==> src/assert_macros.svh <==
// Assertion macros shared by the RTL
`ifndef ASSERT_MACROS_SVH
`define ASSERT_MACROS_SVH
// implication checked on every clock, idle during reset
`define ASSERT_IMPL(lbl, clk, rstn, ante, cons) \
    lbl: assert property (@(posedge clk) disable iff (!rstn) (ante) |-> (cons)) \
        else $error("assertion failed");
// next-cycle implication
`define ASSERT_NEXT(lbl, clk, rstn, ante, cons) \
    lbl: assert property (@(posedge clk) disable iff (!rstn) (ante) |=> (cons)) \
        else $error("assertion failed");
`endif

==> src/rzs_pkg.sv <==
// Shared types and constants for the ratio z-score signal block
package rzs_pkg;
    localparam int MAX_SAMPLES = 1024;
    localparam int ADDR_W      = $clog2(MAX_SAMPLES);
    localparam int CNT_W       = $clog2(MAX_SAMPLES + 1);
    localparam int PRICE_W     = 32;
    localparam int RATIO_W     = 32;
    localparam int SUM_W       = 64;
    localparam int THR_W       = 16;

    localparam logic CMD_LOAD  = 1'b0;
    localparam logic CMD_FETCH = 1'b1;

    localparam logic [1:0] SIG_NONE  = 2'b00;
    localparam logic [1:0] SIG_LONG  = 2'b01;
    localparam logic [1:0] SIG_SHORT = 2'b11;

    typedef enum logic [3:0] {
        ST_IDLE, ST_DIV, ST_ACC, ST_FIN, ST_MEAN, ST_EX2, ST_VAR, ST_SQRT,
        ST_RD, ST_CMP, ST_OUT
    } state_t;

    typedef struct packed {
        logic start_div;   // ratio divide for a sample
        logic acc;         // store and accumulate ratio
        logic clear;       // new series
        logic start_mean;  // sum / count
        logic start_ex2;   // square sum / count
        logic set_var;     // form variance
        logic start_sqrt;
        logic close;       // latch phase = signalling
        logic rd;          // issue store read
        logic cmp;         // evaluate signal into output reg
        logic ptr_inc;
    } cmd_t;

    typedef struct packed {
        logic div_done;
        logic sqrt_done;
        logic phase;
        logic store_full;
        logic fetch_ok;
    } stat_t;
endpackage

==> src/rzs_ctrl.sv <==
// Sequencer for load, close and fetch transactions
module rzs_ctrl (
    input  logic           aclk,
    input  logic           aresetn,
    input  logic           s_tvalid,
    output logic           s_tready,
    input  logic           in_cmd,
    input  logic           in_last,
    input  logic           out_free,
    input  rzs_pkg::stat_t stat,
    output rzs_pkg::cmd_t  cmd
);
    import rzs_pkg::*;

    state_t state_reg, state_next;
    logic   last_reg, last_next;

    always_ff @(posedge aclk) begin
        if (!aresetn) begin
            state_reg <= ST_IDLE;
            last_reg  <= 1'b0;
        end else begin
            state_reg <= state_next;
            last_reg  <= last_next;
        end
    end

    always_comb begin
        state_next = state_reg;
        last_next  = last_reg;
        cmd        = '0;
        s_tready   = 1'b0;
        unique case (state_reg)
            ST_IDLE: begin
                s_tready = 1'b1;
                if (s_tvalid) begin
                    if (in_cmd == CMD_LOAD) begin
                        last_next = in_last;
                        cmd.clear = stat.phase;
                        if (stat.store_full && !stat.phase) begin
                            if (in_last) begin
                                cmd.start_mean = 1'b1;
                                state_next = ST_MEAN;
                            end
                        end else begin
                            cmd.start_div = 1'b1;
                            state_next = ST_DIV;
                        end
                    end else if (stat.fetch_ok) begin
                        cmd.rd = 1'b1;
                        state_next = ST_RD;
                    end
                end
            end
            ST_DIV: if (stat.div_done) begin
                state_next = ST_ACC;
            end
            ST_ACC: begin
                cmd.acc = 1'b1;
                state_next = last_reg ? ST_FIN : ST_IDLE;
            end
            // sums hold the last sample from here on
            ST_FIN: begin
                cmd.start_mean = 1'b1;
                state_next = ST_MEAN;
            end
            ST_MEAN: if (stat.div_done) begin
                cmd.start_ex2 = 1'b1;
                state_next = ST_EX2;
            end
            ST_EX2: if (stat.div_done) begin
                state_next = ST_VAR;
            end
            ST_VAR: begin
                cmd.set_var = 1'b1;
                state_next = ST_SQRT;
            end
            ST_SQRT: begin
                cmd.start_sqrt = 1'b1;
                state_next = ST_OUT;
            end
            ST_OUT: if (stat.sqrt_done) begin
                cmd.close = 1'b1;
                state_next = ST_IDLE;
            end
            ST_RD: state_next = ST_CMP;
            // wait here while the previous result is still held
            ST_CMP: if (out_free) begin
                cmd.cmp = 1'b1;
                cmd.ptr_inc = 1'b1;
                state_next = ST_IDLE;
            end
            default: state_next = ST_IDLE;
        endcase
    end
endmodule

==> config.mk <==
export PLATFORM = sky130hd
export DESIGN_NAME = rzs_ctrl
export DESIGN_NICKNAME = d
export VERILOG_FILES = /design/src/assert_macros.svh /design/src/rzs_pkg.sv /design/src/rzs_ctrl.sv
export SDC_FILE = /design/constraint.sdc
export NUM_CORES = 1
export LEC_CHECK = 0
export BUFFER_PORTS_ARGS = -buffer_cell sky130_fd_sc_hd__buf_2
export CORE_UTILIZATION = 40
export CTS_CLUSTER_DIAMETER = 40
export CTS_CLUSTER_SIZE = 14
export DETAILED_ROUTE_END_ITERATION = 8
export PLACE_DENSITY = 0.7
export SYNTH_ARGS = -nofsm -noshare
export SYNTH_HDL_FRONTEND = slang
export SYNTH_SLANG_ARGS = --single-unit
export TNS_END_PERCENT = 10
==> constraint.sdc <==
create_clock -name aclk -period 1.3 [get_ports aclk]
set_input_delay 0 -clock aclk [delete_from_list [all_inputs] [get_ports aclk]]
set_output_delay 0 -clock aclk [all_outputs]
set_load 0.005 [all_outputs]
==> implementation parameters, run 1 <==
Parameter                              Value

Outcome
  Outcome    complete, but fails checks
  Violations in the final reports    negative setup slack

Worst setup path
  Endpoint type of the worst setup path    output pin
  Critical register-to-register path endpoint    state_reg[0]
  Largest stage delay, worst path    between 0.5 and 0.6 ns
  CP bufs+invs    2
  Worst setup path category    flop to output pin
  Data arrival time of the critical path    1.55 ns
  Launching element type of the critical path    flop
  Standard cell with the maximum stage delay on the critical path    or4_4
  Worst reg2reg path depth    5
  Launch instance of the worst register-to-register path    state_reg[2]
  Largest delay share family, worst path    simple AND/OR/NAND/NOR gates
  Worst R2R Setup Slack    -0.21 ns
  Critical path cell sequence    or4_4 > clkinv_4 > nand3b_4 > nor2_1 > buf_2
  Largest fanout on the critical path    4
  Worst endpoint required time    ~1.3 ns

CTS
  Root buffer cell    clkbuf_4
  Clock-pin slew reported for the worst setup and hold paths after clock tree synthesis    around 0.04 ns
  Clock latency on the worst-skew pair    roughly 0.23 ns
  Number of buffers inserted by hold repair at cts    0
  TritonCTS buffer count    3
  Deepest clock path buffer count    2
  Clock tree from TritonCTS    built
  Clock Sinks    5
  CTS H-tree lvls    1

GRT
  Residual overflow from global routing    0
  Global-route usage over all layers    0.253
  Number of antenna violations at the first check in global routing    0
  Global-route wire length before repair    between 2000 and 3000 um
  Vias in the first global route    between 600 and 700
  Pin count of the biggest net entering global routing    12

Route
  Vias per inst    5.44
  Pre-Repair DR Iteration Count    4
  Via total after detailed routing    approximately 640
  Detail Route Antenna Nets    0
  Average wire per cell in the routed design    about 13 um
  Routed WL    about 1600 um
  Starting DRT DRC Count    11
  DRC violations left    0

Placement
  Post-detailed-placement cell area    a little over 700 sq um
  HPWL reported at the end of detailed placement    1110 um
  Worst-case setup slack after placement    -0.168 ns
  Last weighted congestion value of the routability-driven placer    between 0.7 and 0.8
  Port Buffers    22

Timing
  Total count of max-transition violations in the final report    0
  Relative slew slack    0.724
  FMAX    647 MHz
  Worst Slack Setup Final    -0.246 ns
  Hold Vio Cnt, Final    0
  Largest clock skew in the final design    ~0.00043 ns
  Post-layout min period    approximately 1.5 ns
  Final Cycle Share    1.19
  Transition time at the pin with the least slew margin    around 0.41 ns
  Setup TNS    -1.97 ns
  Endpoints failing setup    13
  Final hold slack    roughly 0.062 ns
  RSZ-0062 raised after global routing    true

Power and ir drop
  Peak supply drop    1130 uV
  Power density over the cells    about 2100 nW/um^2
  Leakage power summed over all cells    roughly 0.00039 uW

Hold path
  Hold WC Path Type    input port to flop
  Worst hold path startpoint    in_last
  Sink of the worst hold path    last_reg
  Hold Path Stages    3

Floorplan
  Die span in y    38.3 um
  Site Rows    12
  Floorplan die width    38.3 um
  Boundary pin count    23
  Die area    1470 sq um
  Core footprint    ~1200 sq um
  Initial Util    0.451

Layout
  Post-route design area    811 sq um
  Layout Nets    116
  Utilization after layout    0.692
  Area Overhead vs Synth    53.6%
  Largest register FFs    4
  Antenna Diode Count    0
  Share of post-route cells with drive strength above 1    0.510

Yosys
  Post-synthesis area per instance    between 7 and 8 sq um
  Mapped Area    approximately 530 sq um
  Synth Register Bits    5
  Count of flip-flops with a built-in enable after synthesis    0
  Synth Warn #    0
  Post-synthesis cell count    between 70 and 80
  Async SR Flop Fraction    0
  Mapped Nets    82
  Seq/Total Area, Yosys    0.190
  Main flop type after synthesis    dfxtp_1
  Unique cell type count in the Yosys netlist    32

Job
  Maximum capacitance violations    0
[Yosys cell counts, types with 2 or more instances]
master / number / area (sq um)
nor2b_1: 4 / 25.0
nand3b_1: 2 / 15.0
nor3_1: 4 / 20.0
nor2_1: 7 / 26.3
o21ai_1: 2 / 10.0
a21oi_1: 4 / 20.0
dfxtp_1: 5 / 100
nor3b_1: 4 / 30.0
nand3_1: 4 / 20.0
mux2i_1: 4 / 40.0
nand2_1: 6 / 22.5
clkbuf_1: 4 / 15.0
inv_1: 2 / 7.51
[where the power goes]
part           internal [uW]  leakage [uW]  switching (uW)  total, uW
clock                    116     0.0000150            59.2        175
combinational            622      0.000332             629       1250
sequential               214     0.0000421            60.5        275
[routing by layer]
metal,vias up,share of wire,track usage
met4,0,0.0063,0.0690
met5,-,0,0
met3,4,0.048,0.0407
met2,24,0.49,0.462
met1,291,0.45,0.302
li1,323,-,-
[layout make-up]
class | count | area [sq um]
Tap cell | 14 | 17.5
Fill cell | 112 | 360
Timing Repair Buffer | 34 | 204
Clock buffer | 4 | 26.3
Multi-Input combinational cell | 58 | 443
Sequential cell | 5 | 104
Inverter | 3 | 16.3
[worst register-to-register path, stage by stage, from the launching register on]
cell and delay (ns):
dfxtp_2 0.35, or4_4 0.53, buf_4 0.18, nor3_1 0.17
o31ai_1 0.09, mux2i_1 0.13
[logic make-up after synthesis]
family	after synthesis	share of synthesized area
compound gates	15	0.232
buf+inv	8	0.0663
simple gates	38	0.415
flops	5	0.190
mux	5	0.0972
[per-stage QoR]
step	instances	total power (uW)
after floorplan	71	970
after global placement	112	1310
after detailed placement	112	1330
after CTS	118	1650
after global routing	118	1820
final	118	1700
[worst max path at each step]
| stage | depth (start not counted) | from | end | slack [ns] |
|---|---|---|---|---|
| 6_report | 5 | state_reg[2] | cmd[10] | -0.25 |
| 5_1_grt | 5 | state_reg[2] | cmd[10] | -0.31 |
| 4_1_cts | 5 | state_reg[1] | cmd[7] | -0.24 |
| 3_5_place_dp | 4 | state_reg[0] | state_reg[1] | -0.17 |
| 3_3_place_gp | 4 | state_reg[0] | state_reg[2] | -0.13 |
| 2_1_floorplan | 4 | state_reg[0] | state_reg[0] | -0.1 |
[repair_timing]
action | in CTS | in global routing
setup endpoints to repair | 13 | 13
setup buffers | 2 | 0
gates resized for setup | 5 | 4
pin swaps | 4 | 0
[placed cells by master (no fill, tap or decap), types with 2 or more instances in the layout]
master    count
a21oi_1       4
buf_2        22
buf_4        11
clkbuf_4      3
dfxtp_1       2
dfxtp_2       3
inv_1         2
mux2i_1       4
nand2_1       6
nand3_1       4
nand3b_1      2
nor2_1        5
nor2b_1       4
nor3_1        4
nor3b_1       2
o21ai_1       2
(Power assumes the default switching activity.)
==> run 2: changes to the inputs <==
--- a/config.mk
+++ b/config.mk
@@ -8,5 +8,5 @@
 export BUFFER_PORTS_ARGS = -buffer_cell sky130_fd_sc_hd__buf_2
 export CORE_UTILIZATION = 40
-export CTS_CLUSTER_DIAMETER = 40
+export CTS_CLUSTER_DIAMETER = 200
 export CTS_CLUSTER_SIZE = 14
 export DETAILED_ROUTE_END_ITERATION = 8
==> constraint.sdc (replaced) <==
create_clock -name aclk -period 1.3 [get_ports aclk]
set_input_delay 0.195 -clock aclk [delete_from_list [all_inputs] [get_ports aclk]]
set_output_delay 0.195 -clock aclk [all_outputs]
set_load 0.005 [all_outputs]
==> run 2 against run 1 <==
The flow still finishes with violations (negative setup slack). Maximum frequency shrank 9.7%. Global-route usage increased by 0.24 points. Clock power about the same. Critical path type unchanged. Critical endpoint is now cmd[7].
==> implementation parameters, run 2 (same netlist as run 1, synthesis figures left out) <==
Parameter                              Value

Worst setup path
  Data arrival time of the critical path    1.52 ns (-0.03 ns)
  Worst setup path category    flop to output pin
  Largest delay share family, worst path    simple AND/OR/NAND/NOR gates
  Standard cell with the maximum stage delay on the critical path    or4_4
  Largest fanout on the critical path    4 (unchanged)
  Critical path cell sequence    or4_4 > clkinv_4 > nand3b_4 > o32ai_2 > buf_2
  Endpoint type of the worst setup path    output pin
  CP bufs+invs    2 (unchanged)
  Launching element type of the critical path    flop
  Worst endpoint required time    1.11 ns (-0.19 ns)
  Largest stage delay, worst path    0.53 ns (about the same)

Timing
  Worst Slack Setup Final    -0.411 ns (-0.165 ns)
  Largest clock skew in the final design    0.00212 ns (+0.00168 ns)
  Endpoints failing setup    17 (+4)
  Final Cycle Share    1.32 (+0.127)
  Transition time at the pin with the least slew margin    0.363 ns (-0.0461 ns)
  Total count of max-transition violations in the final report    0 (unchanged)
  Setup TNS    -3.87 ns (-1.90 ns)
  RSZ-0062 raised after global routing    true
  FMAX    584 MHz (-9.7%)
  Final hold slack    0.272 ns (+0.209 ns)
  Relative slew slack    0.758 (+0.0340)
  Hold Vio Cnt, Final    0 (unchanged)
  Post-layout min period    1.71 ns (+0.165 ns)

Power and ir drop
  Power density over the cells    2040 nW/um^2 (-3.0%)
  Leakage power summed over all cells    0.000399 uW (+2.6%)
  Proportion of power drawn by the clock network    0.104 (about the same)
  Cell internal power dissipation    939 uW (-1.4%)
  Peak supply drop    1170 uV (+4.0%)
  Net switching power    731 uW (-2.4%)
  Sw frac    0.438 (-0.00252)
  Logic gate share of total power    0.741 (+0.005)
  Fraction of power consumed by sequential logic    0.155 (-0.007)

GRT
  Pin count of the biggest net entering global routing    17 (+5)
  Global-route usage over all layers    0.256 (+0.00241)
  Residual overflow from global routing    0 (unchanged)
  Number of antenna violations at the first check in global routing    0 (unchanged)
  Vias in the first global route    585 (-4.6%)
  Global-route wire length before repair    2590 um (-1.6%)

Floorplan
  Boundary pin count    23 (unchanged)
  Die area    1470 sq um (unchanged)
  Floorplan die width    38.3 um (unchanged)
  Site Rows    12 (unchanged)
  Die span in y    38.3 um (unchanged)
  Core footprint    1170 sq um (unchanged)
  Initial Util    0.451 (unchanged)

Layout
  Commonest cells after routing, fill and taps aside    22 x buf_2, 14 x buf_4, 6 x nand2_1
  Most common library cell in the layout ignoring fill and taps    buf_2
  Area Overhead vs Synth    55.5%
  Layout Nets    118 (+1.7%)
  Largest register FFs    4 (unchanged)
  Share of post-route cells with drive strength above 1    0.528 (+0.0187)
  Antenna Diode Count    0 (unchanged)

Route
  DRC violations left    0 (unchanged)
  Routed WL    1580 um (about the same)
  Detail Route Antenna Nets    0 (unchanged)
  Average wire per cell in the routed design    13.2 um (-1.7%)
  Starting DRT DRC Count    17 (+6)
  Vias per inst    5.37 (-1.4%)
  Pre-Repair DR Iteration Count    4 (unchanged)
  Via total after detailed routing    644 (+0.31%)

CTS
  Number of buffers inserted by hold repair at cts    0 (unchanged)
  Deepest clock path buffer count    2 (unchanged)
  Clock latency on the worst-skew pair    0.23 ns (about the same)
  Clock Sinks    5 (unchanged)
  CTS H-tree lvls    1 (unchanged)
  Clock-pin slew reported for the worst setup and hold paths after clock tree synthesis    0.04 ns (about the same)
  Root buffer cell    clkbuf_4
  Clock tree from TritonCTS    built
  TritonCTS buffer count    3 (unchanged)

Placement
  Last weighted congestion value of the routability-driven placer    0.826 (+4.8%)
  Port Buffers    22 (unchanged)
  HPWL reported at the end of detailed placement    1230 um (+11%)

Job
  Maximum capacitance violations    0 (unchanged)

Outcome
  Outcome    complete, but fails checks
  Violations in the final reports    negative setup slack

Hold path
  Hold WC Path Type    input port to flop
-- run 2: cell types whose count changed in the layout (fill, tap and decap cells not counted), moves of 2 or more --
cell,before,now
buf_4,11,14
nor3_1,4,2
nor3_2,0,2
nor3b_1,2,4
-- run 2: layer usage --
metal,wire (um),vias to the layer above,track usage
met5,0,-,0
met4,4,0,0.0776
met3,54,2,0.0349
met2,822,19,0.483
met1,701,297,0.291
li1,-,326,-
-- run 2: layout make-up --
cell class / count / area [sq um]
Multi-Input combinational cell: 58 / 439
Fill cell: 107 / 350
Timing Repair Buffer: 36 / 215
Sequential cell: 5 / 106
Clock buffer: 4 / 26.3
Tap cell: 14 / 17.5
Inverter: 3 / 16.3
-- run 2: power by group through the flow --
stage / logic, uW / registers [uW] / clock network [uW]
detailed placement: 1090 / 266 / 0
global route: 1330 / 262 / 190
finish: 1240 / 258 / 174
floorplan: 748 / 278 / 0
global placement: 1070 / 261 / 0
CTS: 1210 / 257 / 181
-- run 2: worst reg2reg max path, stage by stage (launching register included) --
cell	delay [ns]
dfxtp_4	0.33
buf_4	0.15
nor2_4	0.10
mux2_4	0.32
o311ai_4	0.34
mux2i_1	0.26
-- run 2: worst paths after layout --
| kind | start | to | slack [ns] | cells after the start |
|---|---|---|---|---|
| worst max-delay path | state_reg[2] | cmd[7] | -0.41 | 5 |
| worst min-delay path | aresetn | state_reg[1] | 0.27 | 3 |
| worst max register to register | state_reg[2] | state_reg[0] | -0.28 | 5 |
| worst min register to register | last_reg | last_reg | 0.58 | 2 |
-- run 2: per-stage QoR --
step	power, uW	instances	utilization	cell area [sq um]	worst slack, ns
after global placement	1330	113	0.644	754	-0.184
after floorplan	1030	71	-	567	-0.108
final	1670	120	0.701	821	-0.411
after CTS	1650	120	0.693	812	-0.421
after global routing	1780	120	0.701	821	-0.460
after detailed placement	1360	113	0.644	754	-0.229
-- run 2: what timing repair did --
action,4_1_cts,5_1_grt
setup endpoints to repair,17,17
gates cloned,0,0
pin swaps,4,0
resized for setup,3,2
endpoints found under the hold margin,0,0
buffers inserted,3,0
==> run 3: changes to the inputs <==
Settings changed: GPL_TIMING_DRIVEN set to 0.
==> run 3 against run 2 <==
The flow still finishes with violations (negative setup slack). Final cell count down 3.3%. Design area rose by 2.3%. Non-clock buffer count decreased by 4. Via count is 2.2% higher. Clock power is essentially flat. Combinational power is 6% higher. Maximum frequency is 2.0% lower. Sequential cell count unchanged. Clock-buffer cell count did not move. Critical path depth unchanged. First-iteration DRC count down 18%. Highest routed layer unchanged.
==> implementation parameters, run 3 (same netlist as run 1, synthesis figures left out) <==
Parameter                              Value

Route
  Starting DRT DRC Count    14 (-3)
  Average wire per cell in the routed design    14.0 um (+6.3%)
  Detail Route Antenna Nets    0 (unchanged)
  Routed WL    1630 um (+2.7%)
  DRC violations left    0 (unchanged)
  Pre-Repair DR Iteration Count    4 (unchanged)
  Vias per inst    5.67 (+5.7%)
  Via total after detailed routing    658 (+2.2%)

GRT
  Global-route wire length before repair    2350 um (-9.1%)
  Vias in the first global route    534 (-8.7%)
  Global-route usage over all layers    0.234 (-0.0214)
  Number of antenna violations at the first check in global routing    0 (unchanged)
  Residual overflow from global routing    0 (unchanged)
  Pin count of the biggest net entering global routing    11 (-6)

Placement
  HPWL reported at the end of detailed placement    1040 um (-16%)
  Worst-case setup slack after placement    -0.253 ns (-0.0242 ns)
  Last weighted congestion value of the routability-driven placer    0.806 (-2.5%)
  Port Buffers    22 (unchanged)

Timing
  RSZ-0062 raised after global routing    true
  Largest clock skew in the final design    0.00156 ns (-0.000558 ns)
  Post-layout min period    1.75 ns (+0.0348 ns)
  FMAX    573 MHz (-2.0%)
  Hold Vio Cnt, Final    0 (unchanged)
  Transition time at the pin with the least slew margin    0.433 ns (+0.0701 ns)
  Worst Slack Setup Final    -0.446 ns (-0.0348 ns)
  Final Cycle Share    1.34 (+0.0268)
  Total count of max-transition violations in the final report    0 (unchanged)
  Relative slew slack    0.708 (-0.0502)
  Final hold slack    0.254 ns (-0.0170 ns)
  Endpoints failing setup    17 (unchanged)

CTS
  Root buffer cell    clkbuf_4
  Deepest clock path buffer count    2 (unchanged)
  Number of buffers inserted by hold repair at cts    0 (unchanged)
  Clock-pin slew reported for the worst setup and hold paths after clock tree synthesis    0.04 ns (about the same)
  Clock latency on the worst-skew pair    0.24 ns (about the same)
  TritonCTS buffer count    3 (unchanged)
  Clock Sinks    5 (unchanged)
  Clock tree from TritonCTS    built
  CTS H-tree lvls    1 (unchanged)

Power and ir drop
  Power density over the cells    2130 nW/um^2 (+4.8%)
  Leakage power summed over all cells    0.000396 uW (-0.66%)
  Final Power    1790 uW (+7.2%)
  Peak supply drop    1040 uV (-11%)

Hold path
  Hold WC Path Type    input port to flop
  Hold Path Stages    3 (unchanged)

Outcome
  Violations in the final reports    negative setup slack
  Outcome    complete, but fails checks

Layout
  Antenna Diode Count    0 (unchanged)
  Area Overhead vs Synth    59.0%
  Layout Nets    114 (-3.4%)
  Largest register FFs    4 (unchanged)
  Commonest cells after routing, fill and taps aside    21 x buf_2, 6 x nand2_1
  Share of post-route cells with drive strength above 1    0.529 (+0.00111)
  Most common library cell in the layout ignoring fill and taps    buf_2

Worst setup path
  Launching element type of the critical path    flop
  Worst reg2reg path depth    6 (+1)
  Data arrival time of the critical path    1.55 ns (+0.03 ns)
  Largest fanout on the critical path    4 (unchanged)
  Worst endpoint required time    1.11 ns (about the same)
  Worst setup path category    flop to output pin
  Endpoint type of the worst setup path    output pin

Job
  Maximum capacitance violations    0 (unchanged)

Floorplan
  Floorplan die width    38.3 um (unchanged)
  Die area    1470 sq um (unchanged)
  Site Rows    12 (unchanged)
  Core footprint    1170 sq um (unchanged)
  Boundary pin count    23 (unchanged)
  Initial Util    0.451 (unchanged)
  Die span in y    38.3 um (unchanged)
==> run 3: path summary, 6_finish.rpt <==
kind | from | end | slack (ns)
worst max-delay path | state_reg[1] | cmd[7] | -0.45
worst min-delay path | in_last | last_reg | 0.25
worst max register to register | state_reg[1] | state_reg[1] | -0.28
worst min register to register | last_reg | last_reg | 0.55
==> run 3: layer usage <==
layer  vias up  routed length [um]  track usage
li1        324                   -            -
met1       307                 695        0.303
met2        25                 831        0.407
met3         2                  86       0.0349
met4         0                  13       0.0517
met5         -                   0            0
==> run 3: where the power goes <==
group          internal, uW  leakage (uW)  switching (uW)
Sequential              222     0.0000431            69.9
Clock                   116     0.0000150            58.9
Combinational           688      0.000338             636
==> run 3: critical path, stage by stage (launching register included) <==
cell and delay, ns:
dfxtp_4 0.33, or4_4 0.56, clkinv_4 0.07, nand3b_4 0.10
o32ai_2 0.09, buf_2 0.15
==> run 3: repair_timing <==
item	4_1_cts	5_1_grt
cloned	0	0
endpoints found under the setup margin	17	17
gates resized for setup	20	4
pin swaps	4	1
setup buffers	5	0
==> run 3: through the flow <==
stage                     TNS [ns]  std cells   util  cell area [sq um]
after floorplan             -0.705         71      -                567
after global placement       -2.20        107  0.593                694
after detailed placement     -2.56        107  0.593                694
after CTS                    -4.07        116  0.703                823
after global routing         -5.10        116  0.717                840
final                        -4.08        116  0.717                840
==> run 3: area by class of cell <==
cell class                      count  area (sq um)
Clock buffer                        4          26.3
Buffer                              5          63.8
Sequential cell                     5           110
Inverter                            3          16.3
Timing Repair Buffer               27           161
Tap cell                           14          17.5
Fill cell                         101           332
Multi-Input combinational cell     58           444
